--- config.mk ---
export PLATFORM = sky130hd
export DESIGN_NAME = llmnr_query_classifier
export DESIGN_NICKNAME = d
export VERILOG_FILES = /design/src/sv/lqc_pkg.sv /design/src/sv/lqc_cfg_regs.sv /design/src/sv/lqc_parser.sv /design/src/sv/lqc_out_reg.sv /design/src/sv/llmnr_query_classifier.sv
export SDC_FILE = /design/constraint.sdc
export NUM_CORES = 1
export LEC_CHECK = 0
export BUFFER_PORTS_ARGS = -buffer_cell sky130_fd_sc_hd__buf_4
export CORE_ASPECT_RATIO = 0.8
export CORE_UTILIZATION = 60
export CTS_BUF_LIST = sky130_fd_sc_hd__clkbuf_4
export DETAILED_ROUTE_END_ITERATION = 16
export PLACE_DENSITY = 0.84
export SKIP_CTS_REPAIR_TIMING = 1
export SYNTH_ARGS = -nofsm -noshare
export SYNTH_HDL_FRONTEND = slang
export SYNTH_SLANG_ARGS = --single-unit
export TNS_END_PERCENT = 5
--- constraint.sdc ---
create_clock -name clk -period 6.7 [get_ports clk]
set_clock_uncertainty 0.15 [all_clocks]
set_input_delay 0.335 -clock clk [delete_from_list [all_inputs] [get_ports clk]]
set_output_delay 0.335 -clock clk [all_outputs]
set_load 0.005 [all_outputs]
--- src/sv/lqc_pkg.sv ---
// Shared constants and types for the LLMNR query classifier.
package lqc_pkg;

	localparam int MAX_NAME_BYTES   = 56;
	localparam int MAX_PACKET_BYTES = 2048;
	localparam int NAME_WORDS       = 7;
	localparam int NAME_BITS        = NAME_WORDS * 64;
	localparam int HDR_BYTES        = 12;
	localparam int POS_W            = 12;
	localparam int CFG_IDX_W        = 3;
	localparam int HLEN_W           = 6;

	localparam logic [CFG_IDX_W-1:0] REG_HOSTNAME_LEN   = 3'd0;
	localparam logic [CFG_IDX_W-1:0] REG_HOSTNAME_WORD0 = 3'd1;

	localparam logic [15:0] FLAG_MASK = 16'hF800;
	localparam logic [15:0] CLASS_IN  = 16'd1;
	localparam logic [15:0] TYPE_A    = 16'd1;
	localparam logic [15:0] TYPE_AAAA = 16'd28;
	localparam logic [15:0] TYPE_ANY  = 16'd255;

	localparam logic [1:0] FAMILY_ANY  = 2'd0;
	localparam logic [1:0] FAMILY_IPV4 = 2'd1;
	localparam logic [1:0] FAMILY_IPV6 = 2'd2;

	typedef enum logic [2:0] {
		VERDICT_RESPOND       = 3'd0,
		VERDICT_SHORT_HEADER  = 3'd1,
		VERDICT_BAD_HEADER    = 3'd2,
		VERDICT_BAD_NAME      = 3'd3,
		VERDICT_NAME_MISMATCH = 3'd4,
		VERDICT_SHORT_QUEST   = 3'd5,
		VERDICT_CLASS_NOT_IN  = 3'd6,
		VERDICT_TYPE_UNSUPP   = 3'd7
	} verdict_t;

	typedef struct packed {
		logic [HLEN_W-1:0]    len;
		logic [NAME_BITS-1:0] name;
	} host_cfg_t;

	typedef struct packed {
		verdict_t    verdict;
		logic [1:0]  family;
		logic [15:0] ident;
	} result_t;

endpackage

--- src/sv/lqc_cfg_regs.sv ---
// Host name configuration registers.
module lqc_cfg_regs (
	input  logic                              clk,
	input  logic                              arst_n,
	input  logic                              wr_en,
	input  logic [lqc_pkg::CFG_IDX_W-1:0]     wr_index,
	input  logic [63:0]                       wr_data,
	output lqc_pkg::host_cfg_t                cfg
);

	logic [lqc_pkg::HLEN_W-1:0] len_q;
	logic [63:0]                word_q [lqc_pkg::NAME_WORDS];
	logic [lqc_pkg::CFG_IDX_W-1:0] word_idx;

	assign word_idx = wr_index - lqc_pkg::REG_HOSTNAME_WORD0;

	always_ff @(posedge clk or negedge arst_n) begin
		if (!arst_n) begin
			len_q <= '0;
			for (int i = 0; i < lqc_pkg::NAME_WORDS; i++) begin
				word_q[i] <= '0;
			end
		end else if (wr_en) begin
			if (wr_index == lqc_pkg::REG_HOSTNAME_LEN) begin
				len_q <= wr_data[lqc_pkg::HLEN_W-1:0];
			end else begin
				word_q[word_idx] <= wr_data;
			end
		end
	end

	always_comb begin
		cfg.len = len_q;
		for (int i = 0; i < lqc_pkg::NAME_WORDS; i++) begin
			cfg.name[i*64 +: 64] = word_q[i];
		end
	end

endmodule

--- src/sv/lqc_parser.sv ---
// Per-packet parse state and verdict logic, one byte per beat.
module lqc_parser (
	input  logic                 clk,
	input  logic                 arst_n,
	input  logic                 accept,
	input  logic [7:0]           data_byte,
	input  logic                 last_byte,
	input  lqc_pkg::host_cfg_t   cfg,
	output lqc_pkg::result_t     res
);

	localparam logic [lqc_pkg::POS_W-1:0] HDR  = lqc_pkg::POS_W'(lqc_pkg::HDR_BYTES);
	localparam logic [lqc_pkg::POS_W-1:0] PMAX = lqc_pkg::POS_W'(lqc_pkg::MAX_PACKET_BYTES);
	localparam logic [lqc_pkg::POS_W-1:0] NMAX = lqc_pkg::POS_W'(lqc_pkg::MAX_NAME_BYTES);

	function automatic logic [7:0] fold(input logic [7:0] c);
		return (c >= 8'h41 && c <= 8'h5A) ? c + 8'h20 : c;
	endfunction

	logic [lqc_pkg::POS_W-1:0] pos_q, pos_n;
	logic [15:0] flags_q, flags_n, qdcount_q, qdcount_n, ident_q, ident_n;
	logic [15:0] qtype_q, qtype_n, qclass_q, qclass_n;
	logic [7:0]  label_q, label_n;
	logic        records_q, records_n, differs_q, differs_n, end_bad_q, end_bad_n;

	logic [7:0]  name_bytes [lqc_pkg::MAX_NAME_BYTES];
	logic [lqc_pkg::POS_W-1:0] name_end, k, len12, lab12;
	logic [7:0]  host_b;
	logic [lqc_pkg::HLEN_W-1:0] hlen;

	always_comb begin
		for (int i = 0; i < lqc_pkg::MAX_NAME_BYTES; i++) begin
			name_bytes[i] = cfg.name[i*8 +: 8];
		end
	end

	assign hlen     = cfg.len;
	assign name_end = HDR + {4'b0, label_q};
	assign k        = pos_q - HDR - 12'd1;
	assign host_b   = (k < NMAX) ? name_bytes[k[lqc_pkg::HLEN_W-1:0]] : 8'h00;

	// next packet state for the byte at the current position
	always_comb begin
		pos_n = pos_q; flags_n = flags_q; qdcount_n = qdcount_q; ident_n = ident_q;
		qtype_n = qtype_q; qclass_n = qclass_q; label_n = label_q;
		records_n = records_q; differs_n = differs_q; end_bad_n = end_bad_q;
		if (pos_q < PMAX) begin
			pos_n = pos_q + 12'd1;
			if (pos_q < HDR) begin
				unique case (pos_q[3:0])
					4'd0: ident_n[15:8]   = data_byte;
					4'd1: ident_n[7:0]    = data_byte;
					4'd2: flags_n[15:8]   = data_byte;
					4'd3: flags_n[7:0]    = data_byte;
					4'd4: qdcount_n[15:8] = data_byte;
					4'd5: qdcount_n[7:0]  = data_byte;
					4'd6, 4'd7, 4'd8, 4'd9: begin
						if (data_byte != 8'h00) records_n = 1'b1;
					end
					default: ;
				endcase
			end else if (pos_q == HDR) begin
				label_n = data_byte;
			end else if (pos_q <= name_end) begin
				if (k >= {6'b0, hlen} || k >= NMAX || fold(data_byte) != fold(host_b))
					differs_n = 1'b1;
			end else if (pos_q == name_end + 12'd1) begin
				if (data_byte != 8'h00) end_bad_n = 1'b1;
			end else if (pos_q == name_end + 12'd2) begin
				qtype_n[15:8] = data_byte;
			end else if (pos_q == name_end + 12'd3) begin
				qtype_n[7:0] = data_byte;
			end else if (pos_q == name_end + 12'd4) begin
				qclass_n[15:8] = data_byte;
			end else if (pos_q == name_end + 12'd5) begin
				qclass_n[7:0] = data_byte;
			end
		end
	end

	// verdict on the state after this byte; only used on the last beat
	assign len12 = pos_n;
	assign lab12 = {4'b0, label_n};

	always_comb begin
		res.family = lqc_pkg::FAMILY_ANY;
		res.ident  = ident_n;
		priority if (len12 < HDR) begin
			res.verdict = lqc_pkg::VERDICT_SHORT_HEADER;
		end else if ((flags_n & lqc_pkg::FLAG_MASK) != 16'h0 || qdcount_n != 16'd1
				|| records_n) begin
			res.verdict = lqc_pkg::VERDICT_BAD_HEADER;
		end else if (label_n == 8'h00 || len12 < HDR + lab12 + 12'd2 || end_bad_n) begin
			res.verdict = lqc_pkg::VERDICT_BAD_NAME;
		end else if (hlen == '0 || {6'b0, hlen} > NMAX || lab12 != {6'b0, hlen}
				|| differs_n) begin
			res.verdict = lqc_pkg::VERDICT_NAME_MISMATCH;
		end else if (len12 < HDR + lab12 + 12'd6) begin
			res.verdict = lqc_pkg::VERDICT_SHORT_QUEST;
		end else if (qclass_n != lqc_pkg::CLASS_IN) begin
			res.verdict = lqc_pkg::VERDICT_CLASS_NOT_IN;
		end else if (qtype_n == lqc_pkg::TYPE_A) begin
			res.verdict = lqc_pkg::VERDICT_RESPOND;
			res.family  = lqc_pkg::FAMILY_IPV4;
		end else if (qtype_n == lqc_pkg::TYPE_AAAA) begin
			res.verdict = lqc_pkg::VERDICT_RESPOND;
			res.family  = lqc_pkg::FAMILY_IPV6;
		end else if (qtype_n == lqc_pkg::TYPE_ANY) begin
			res.verdict = lqc_pkg::VERDICT_RESPOND;
		end else begin
			res.verdict = lqc_pkg::VERDICT_TYPE_UNSUPP;
		end
	end

	always_ff @(posedge clk or negedge arst_n) begin
		if (!arst_n) begin
			pos_q <= '0; flags_q <= '0; qdcount_q <= '0; ident_q <= '0;
			qtype_q <= '0; qclass_q <= '0; label_q <= '0;
			records_q <= 1'b0; differs_q <= 1'b0; end_bad_q <= 1'b0;
		end else if (accept) begin
			if (last_byte) begin
				pos_q <= '0; flags_q <= '0; qdcount_q <= '0; ident_q <= '0;
				qtype_q <= '0; qclass_q <= '0; label_q <= '0;
				records_q <= 1'b0; differs_q <= 1'b0; end_bad_q <= 1'b0;
			end else begin
				pos_q <= pos_n; flags_q <= flags_n; qdcount_q <= qdcount_n;
				ident_q <= ident_n; qtype_q <= qtype_n; qclass_q <= qclass_n;
				label_q <= label_n; records_q <= records_n;
				differs_q <= differs_n; end_bad_q <= end_bad_n;
			end
		end
	end

endmodule

--- src/sv/lqc_out_reg.sv ---
// Result register holding one verdict beat until downstream takes it.
module lqc_out_reg (
	input  logic              clk,
	input  logic              arst_n,
	input  logic              load,
	input  lqc_pkg::result_t  res_in,
	input  logic              stall,
	output logic              valid,
	output lqc_pkg::result_t  res_out
);

	logic             valid_q;
	lqc_pkg::result_t res_q;

	always_ff @(posedge clk or negedge arst_n) begin
		if (!arst_n) begin
			valid_q <= 1'b0;
		end else if (load) begin
			valid_q <= 1'b1;
		end else if (!stall) begin
			valid_q <= 1'b0;
		end
	end

	always_ff @(posedge clk) begin
		if (load) begin
			res_q <= res_in;
		end
	end

	assign valid   = valid_q;
	assign res_out = res_q;

endmodule

--- src/sv/llmnr_query_classifier.sv ---
// LLMNR query classifier: header, name and question checks on a byte stream.
// Latency: the verdict appears in the cycle after the last byte is accepted.
// Throughput: one byte per cycle, except while a last byte is held by query_stall; set by the single-pass parse logic.
// A last byte waits only while a previous verdict is still held by result_stall.
// Reset clears parse state, the result valid and the host name registers.
module llmnr_query_classifier (
	input  logic                          clk,
	input  logic                          arst_n,
	input  logic                          query_valid,
	output logic                          query_stall,
	input  logic [7:0]                    data_byte,
	input  logic                          last_byte,
	output logic                          result_valid,
	input  logic                          result_stall,
	output logic [2:0]                    verdict,
	output logic [1:0]                    addr_family,
	output logic [15:0]                   transaction_id,
	input  logic                          cfg_valid,
	output logic                          cfg_ready,
	input  logic [lqc_pkg::CFG_IDX_W-1:0] cfg_index,
	input  logic [63:0]                   cfg_data
);

	lqc_pkg::host_cfg_t cfg;
	lqc_pkg::result_t   res_next, res_out;
	logic               accept, accept_last;

	assign cfg_ready   = 1'b1;
	// only a last beat needs room in the result register
	assign query_stall = result_valid && result_stall && last_byte;
	assign accept      = query_valid && !query_stall;
	assign accept_last = accept && last_byte;

	lqc_cfg_regs u_cfg (
		.clk      (clk),
		.arst_n   (arst_n),
		.wr_en    (cfg_valid && cfg_ready),
		.wr_index (cfg_index),
		.wr_data  (cfg_data),
		.cfg      (cfg)
	);

	lqc_parser u_parser (
		.clk       (clk),
		.arst_n    (arst_n),
		.accept    (accept),
		.data_byte (data_byte),
		.last_byte (last_byte),
		.cfg       (cfg),
		.res       (res_next)
	);

	lqc_out_reg u_out (
		.clk     (clk),
		.arst_n  (arst_n),
		.load    (accept_last),
		.res_in  (res_next),
		.stall   (result_stall),
		.valid   (result_valid),
		.res_out (res_out)
	);

	assign verdict        = res_out.verdict;
	assign addr_family    = res_out.family;
	assign transaction_id = res_out.ident;

	a_family_only_on_respond: assert property (@(posedge clk) disable iff (!arst_n)
		result_valid && verdict != lqc_pkg::VERDICT_RESPOND |-> addr_family == 2'd0)
		else $error("address family set on a rejected query");

	a_no_result_overwrite: assert property (@(posedge clk) disable iff (!arst_n)
		!(accept_last && result_valid && result_stall))
		else $error("verdict accepted while result register is held");

	a_last_gives_result: assert property (@(posedge clk) disable iff (!arst_n)
		accept_last |=> result_valid)
		else $error("last byte accepted without a verdict");

	a_family_legal: assert property (@(posedge clk) disable iff (!arst_n)
		result_valid |-> addr_family != 2'd3)
		else $error("illegal address family code");

endmodule
**Word level (Yosys, flattened, before mapping)**

Index checks and enable logic that the tools add are counted.

- Add/sub/neg operators: 15
- $lt $le $gt $ge: 17
- Equal/unequal tests: 23
- Mux-type cells: 79
- Bitwise logic cells: 3
- Reductions and logical operators: 29

Operator list:

| kind | count |
|---|---|
| $bwmux 448 | 1 |
| $mux 16 | 23 |
| $demux 64 s3 | 1 |
| $mux 8 | 21 |
| $mux 64 | 1 |
| $eq 12x12->1 | 5 |
| $bmux 8 s6 | 1 |
| $add 12x2->12 const B | 3 |
| $add 12x3->12 const B | 3 |
| $ne 16x1->1 const B | 2 |
| $add 12x1->12 const B | 2 |
| $lt 12x12->1 | 2 |
| $lt 12x4->1 const B | 2 |
| $mux 12 | 2 |
| $mux 1 | 20 |
| $add 4x8->9 const A | 2 |
| $add 8x6->8 const B | 2 |
| $eq 16x1->1 const B | 1 |
| $eq 16x5->1 const B | 1 |
| $eq 16x8->1 const B | 1 |
| $eq 4x3->1 const B | 4 |
| $ge 8x7->1 const B | 2 |
| $le 8x7->1 const B | 2 |
| $reduce_bool 16->1 | 1 |
| other kinds (38) | 61 |

- Flip-flop bits (word level): 568
- Input port bits: 81
- Output and inout bits: 24
- Word-level logic and storage cells: 190

**Logic depth before layout (Yosys ltp)**

- Depth after elaboration: 21
- Gate-level depth with buffers: 26
- Gate-level depth less buffers: 21

**Cells and area by module**

From an unflattened synthesis, not the netlist that was laid out.

- Cell total of the unflattened synthesis: 2237
- Area, all modules: 29844.9 um^2

Modules (own cells, without submodules):

| module | times used | cells an instance | area an instance (um^2) | seq. area each (um^2) |
|---|---|---|---|---|
| lqc_cfg_regs | 1 | 973 | 17775.8 | 11360.9 |
| lqc_parser | 1 | 1235 | 11365.9 | 2302.2 |
| lqc_out_reg | 1 | 23 | 663.1 | 655.6 |
| llmnr_query_classifier | 1 | 6 | 40.0 | 0.0 |

**Worst setup path before layout**

OpenSTA, ideal clock, no wires.

- Path kind: reg-to-reg
- Start: register u_parser.pos_q[0] (netlist bit)
- End: register u_out.res_q (netlist bit u_out.res_out[17]) (data pin)
- Library setup time: 0.262 ns
- Arrival: 5.229 ns
- Data required time: 6.288 ns
- Slack: 1.059 ns
- Stages on the path, launching flop included: 27
- Buffers on the path: 5
- Period minus slack after synthesis: 5.641 ns
- Cells stage by stage: dfrtp_1 buf_6 buf_6 buf_4 buf_2 inv_1 ha_1 buf_2 nand4b_1 or3_1 nor3_4 mux2i_1 a21oi_1 xnor2_1 nor2b_1 nand2b_1 inv_1 nand2_1 o21a_1 ha_1 a21o_1 a211o_1 a2111oi_0 nand4bb_1 nor2_1 nand2_1 a2111oi_1

- Longest elaborated chain between the ends: 19
- Elaborated cells between the ends (all ways): 99
- Classes of those cells: 7 x add/sub; 11 x order compare; 19 x eq/ne; 48 x mux; 1 x bitwise; 13 x reduce/logical

Ends and longest elaborated chain:

| element | line | source |
|---|---|---|
| from (decl) | lqc_parser.sv:20 | `logic [lqc_pkg::POS_W-1:0] pos_q, pos_n;` |
| from (signal assigned) | lqc_parser.sv:126 | `pos_q <= pos_n; flags_q <= flags_n; qdcount_q <= qdcount_n;` |
| $sub 12x4->12 | lqc_parser.sv:39 | `assign k = pos_q - HDR - 12'd1;` |
| $sub 12x1->12 | lqc_parser.sv:39 |  |
| $not 6->7 (not written as such) | lqc_parser.sv:40 | `assign host_b = (k < NMAX) ? name_bytes[k[lqc_pkg::HLEN_W-1:0]] : 8'h00;` |
| $bmux 8 s6 | lqc_parser.sv:40 |  |
| $mux 8 (not written as such) (2 in a row) | lqc_parser.sv:40 |  |
| $mux 8 | lqc_parser.sv:40 |  |
| $ge 8x7->1 / $le 8x7->1 (equally long branches) | lqc_parser.sv:17 | `return (c >= 8'h41 && c <= 8'h5A) ? c + 8'h20 : c;` |
| $logic_and 1x1->1 | lqc_parser.sv:17 |  |
| [2 not listed] | - |  |
| $logic_or 1x1->1 | lqc_parser.sv:65 | `if (k >= {6'b0, hlen} \|\| k >= NMAX \|\| fold(data_byte) != fold(host_b))` |
| $mux 1 | lqc_parser.sv:65 |  |
| $mux 1 | lqc_parser.sv:64 | `end else if (pos_q <= name_end) begin` |
| $mux 1 | lqc_parser.sv:62 | `end else if (pos_q == HDR) begin` |
| $mux 1 | lqc_parser.sv:49 | `if (pos_q < HDR) begin` |
| $mux 1 | lqc_parser.sv:47 | `if (pos_q < PMAX) begin` |
| $logic_or 1x1->1 | lqc_parser.sv:96 | `\|\| differs_n) begin` |
| $reduce_or 7->1 (no source line) | - |  |
| to (signal assigned) | lqc_out_reg.sv:27 | `res_q <= res_in;` |
| to (decl) | lqc_out_reg.sv:13 | `lqc_pkg::result_t res_q;` |

Several ways; a longest one is shown, not always the timed one. The select of a mux whose other input is x is not followed.
A chain may end at the register's enable or synchronous reset.

**Worst setup path after layout**

- Start: register u_parser.pos_q[1] (netlist bit)
- End: register u_out.res_q (netlist bit u_out.res_out[17]) (data pin)

Same word-level chain as after synthesis.

==> run metrics <==
dpl cells=2,817; # IOs=105; row count=71; WP data arrival=6.47 ns; worst slew pin tran=1.09 ns; maximum capacitance violations=0; CTS sink cnt=568; synthesized area=0.0288 mm²; cell area after layout=0.0326 mm²; RePlAce Congestion=0.989; global-route wire length before repair=119,000 µm; ys flop type=dfrtp_1; CTS clk-pin slew, worst paths=0.08 ns; share of layout cells above drive strength 1=0.388; area leader, netlist=dfrtp_1; critical path class=reg -> reg; total die area=0.0489 mm²; Core Footprint=0.0472 mm²; dominant cells by area after synthesis=dfrtp_1, mux2_2, mux4_2; Final ANT Viol Nets=0; vias in the first global route=20.6k; Post-route DRC=12; peak supply drop=0.000231 V; most frequent cells in the layout=dfrtp_1, mux2_2, clkbuf_4; Critical Path End Type=register; GRT overflow=0; Starting Density=0.610; Fmax=168 MHz; worst min path class=in -> async; Final period util=0.891; Layout Utilization=0.692; Final Hold Fails=0; Synth async-reset ratio=0.963; Total GRT Usage=0.322; Root Buffer=clkbuf_4; Initial DRC Count=1,920; normalized max-slew margin=0.272; Cell Area, Placed=0.0301 mm²; Skew-Pair Late Insertion Delay=0.92 ns; CTS tree=yes; Syn Area/Cell=13.1 µm²; R2R cell count=20; Die W=247 µm; RSZ-0062 raised after global routing=no; hpwl dp=50,100 µm; Avg WL per Cell=24.6 µm; clk buf depth=3; number of buffers created by CTS=143; Min Hold Slack=0.00506 ns; initial antenna violation count=3; Seq cells post-synth=568; Pwr Density=333 mW/mm²; Yosys warnings=0; Final Max Tran Viols=0; Layout area overhead=13.3%; number of synthesized flops with an enable pin=21; Nets=2,553; Synth cell types=95; drt via density=6.53; H-tree Lvls=4; Fill cells=3,082; DR vias=20.4k; largest net degree at the start of global routing=197; Pre-antenna DRT Iters=12; Post-Route WL=76,900 µm; final worst path period need=5.97 ns; post-synth top area share=0.475; leakage=14.2 nW; fin cells=3,127; Buffers on Ports=103; die height=198 µm; status=finished, violations left; Cells after Synth=2,194; CP Launch Type=register; Max Fanout on Critical Path=16; CP Data Required Time=7.20 ns; failing checks=design-rule violations; # setup viols final=0; register area share after synthesis=0.497; Sum Neg Setup Slack=0 ns; commonest non-fill, non-tap cell in the layout=dfrtp_1
-- report_power, final --
group          total, mW  internal, mW  switching, mW
registers           4.79          4.32          0.472
logic               3.15          1.62           1.53
clock network       2.93          1.52           1.41
total               10.9          7.46           3.41
-- path summary, 6_finish.rpt --
path | start | end | slack, ns
worst max-delay path | u_parser.pos_q[1]$_DFFE_PN0P_ | u_out.res_out[17]$_SDFFCE_PP0P_ | 0.73
worst min-delay path | arst_n | u_cfg.cfg[387]$_DFFE_PN0P_ | 0.005
worst max register to register | u_parser.pos_q[1]$_DFFE_PN0P_ | u_out.res_out[17]$_SDFFCE_PP0P_ | 0.73
worst min register to register | u_parser.qdcount_q[15]$_DFFE_PN0P_ | u_parser.qdcount_q[15]$_DFFE_PN0P_ | 0.33
max in group asynchronous | arst_n | u_cfg.cfg[374]$_DFFE_PN0P_ | 4.83
min in group clk | cfg_index[2] | u_cfg.len_q[3]$_DFFE_PN0P_ | 0.07
-- layout make-up --
type | count | area [µm²] | share of cell area
Tap cell | 620 | 776 | 0.0238
Antenna cell | 6 | 15.0 | 0.000460
Inverter | 47 | 176 | 0.00541
Timing Repair Buffer | 205 | 1790 | 0.0549
Clock inverter | 26 | 236 | 0.00725
Multi-Input combinational cell | 1455 | 13800 | 0.423
Clock buffer | 200 | 1500 | 0.0460
Sequential cell | 568 | 14300 | 0.439
-- synthesized netlist by cell type, types with 12 or more instances --
master,count
a21oi_1,41
nor4_1,22
xnor2_1,48
clkbuf_1,89
mux4_2,116
mux2i_1,43
nand2_1,158
o22ai_1,12
inv_1,45
nand2b_1,17
o21ai_0,83
nor2_1,51
edfxtp_1,21
dfrtp_1,547
buf_2,21
nor3_1,32
nand3_1,33
a22o_1,17
ha_1,52
o21ai_1,12
xor2_1,18
a31oi_1,15
mux2_2,477
-- critical path: stages (launching register included) --
cell and delay [ns]:
dfrtp_1 0.56, inv_1 0.21, ha_4 0.29, nand4b_1 0.17, nor4_2 0.53, mux2i_1 0.69, a21oi_1 0.22, xnor2_1 0.36
nor2b_1 0.28, nand2b_1 0.13, inv_1 0.07, nand2_1 0.06, o21a_1 0.19, ha_1 0.28, a21o_1 0.16, a211o_1 0.30
a2111oi_0 0.56, nand4bb_1 0.23, nor2_1 0.07, nand2_1 0.11, a2111oi_1 0.08
-- logic make-up (layout without fill, tap and decap cells) --
group           Yosys count  after routing  share of synthesized area
flops                   568            568                      0.497
buf+inv                 173            478                     0.0258
xor+xnor                 69             69                     0.0222
fa+ha+maj                52             52                     0.0226
other cells               1              9                   0.000130
simple gates            408            408                     0.0717
mux                     636            636                      0.292
compound gates          287            287                     0.0680
-- per-layer routing --
layer  global-route usage  vias up  part of all wire
met5                    0        -           0.00017
met3               0.0886      177             0.096
met4                0.102        2             0.026
met2                0.460     1030              0.44
li1                     -     8720                 -
met1                0.477    10500              0.43
-- flip-flops by register name (all words and copies together), names as in the netlist, 5 cells and up --
signal	count
u_cfg.cfg	448
u_cfg.len_q	6
u_out.res_out	21
u_parser.flags_q	5
u_parser.ident_q	16
u_parser.label_q	8
u_parser.pos_q	12
u_parser.qclass_q	16
u_parser.qdcount_q	16
u_parser.qtype_q	16
-- through the flow --
| stage | power, mW | worst slack [ns] |
|---|---|---|
| after global placement | 7.66 | 1.16 |
| final | 10.9 | 0.730 |
| after detailed placement | 7.87 | 1.03 |
| after floorplan | 6.84 | 1.06 |
| after global routing | 11.4 | 0.353 |
| after CTS | 10.8 | 0.973 |
(Power assumes the default switching activity.)
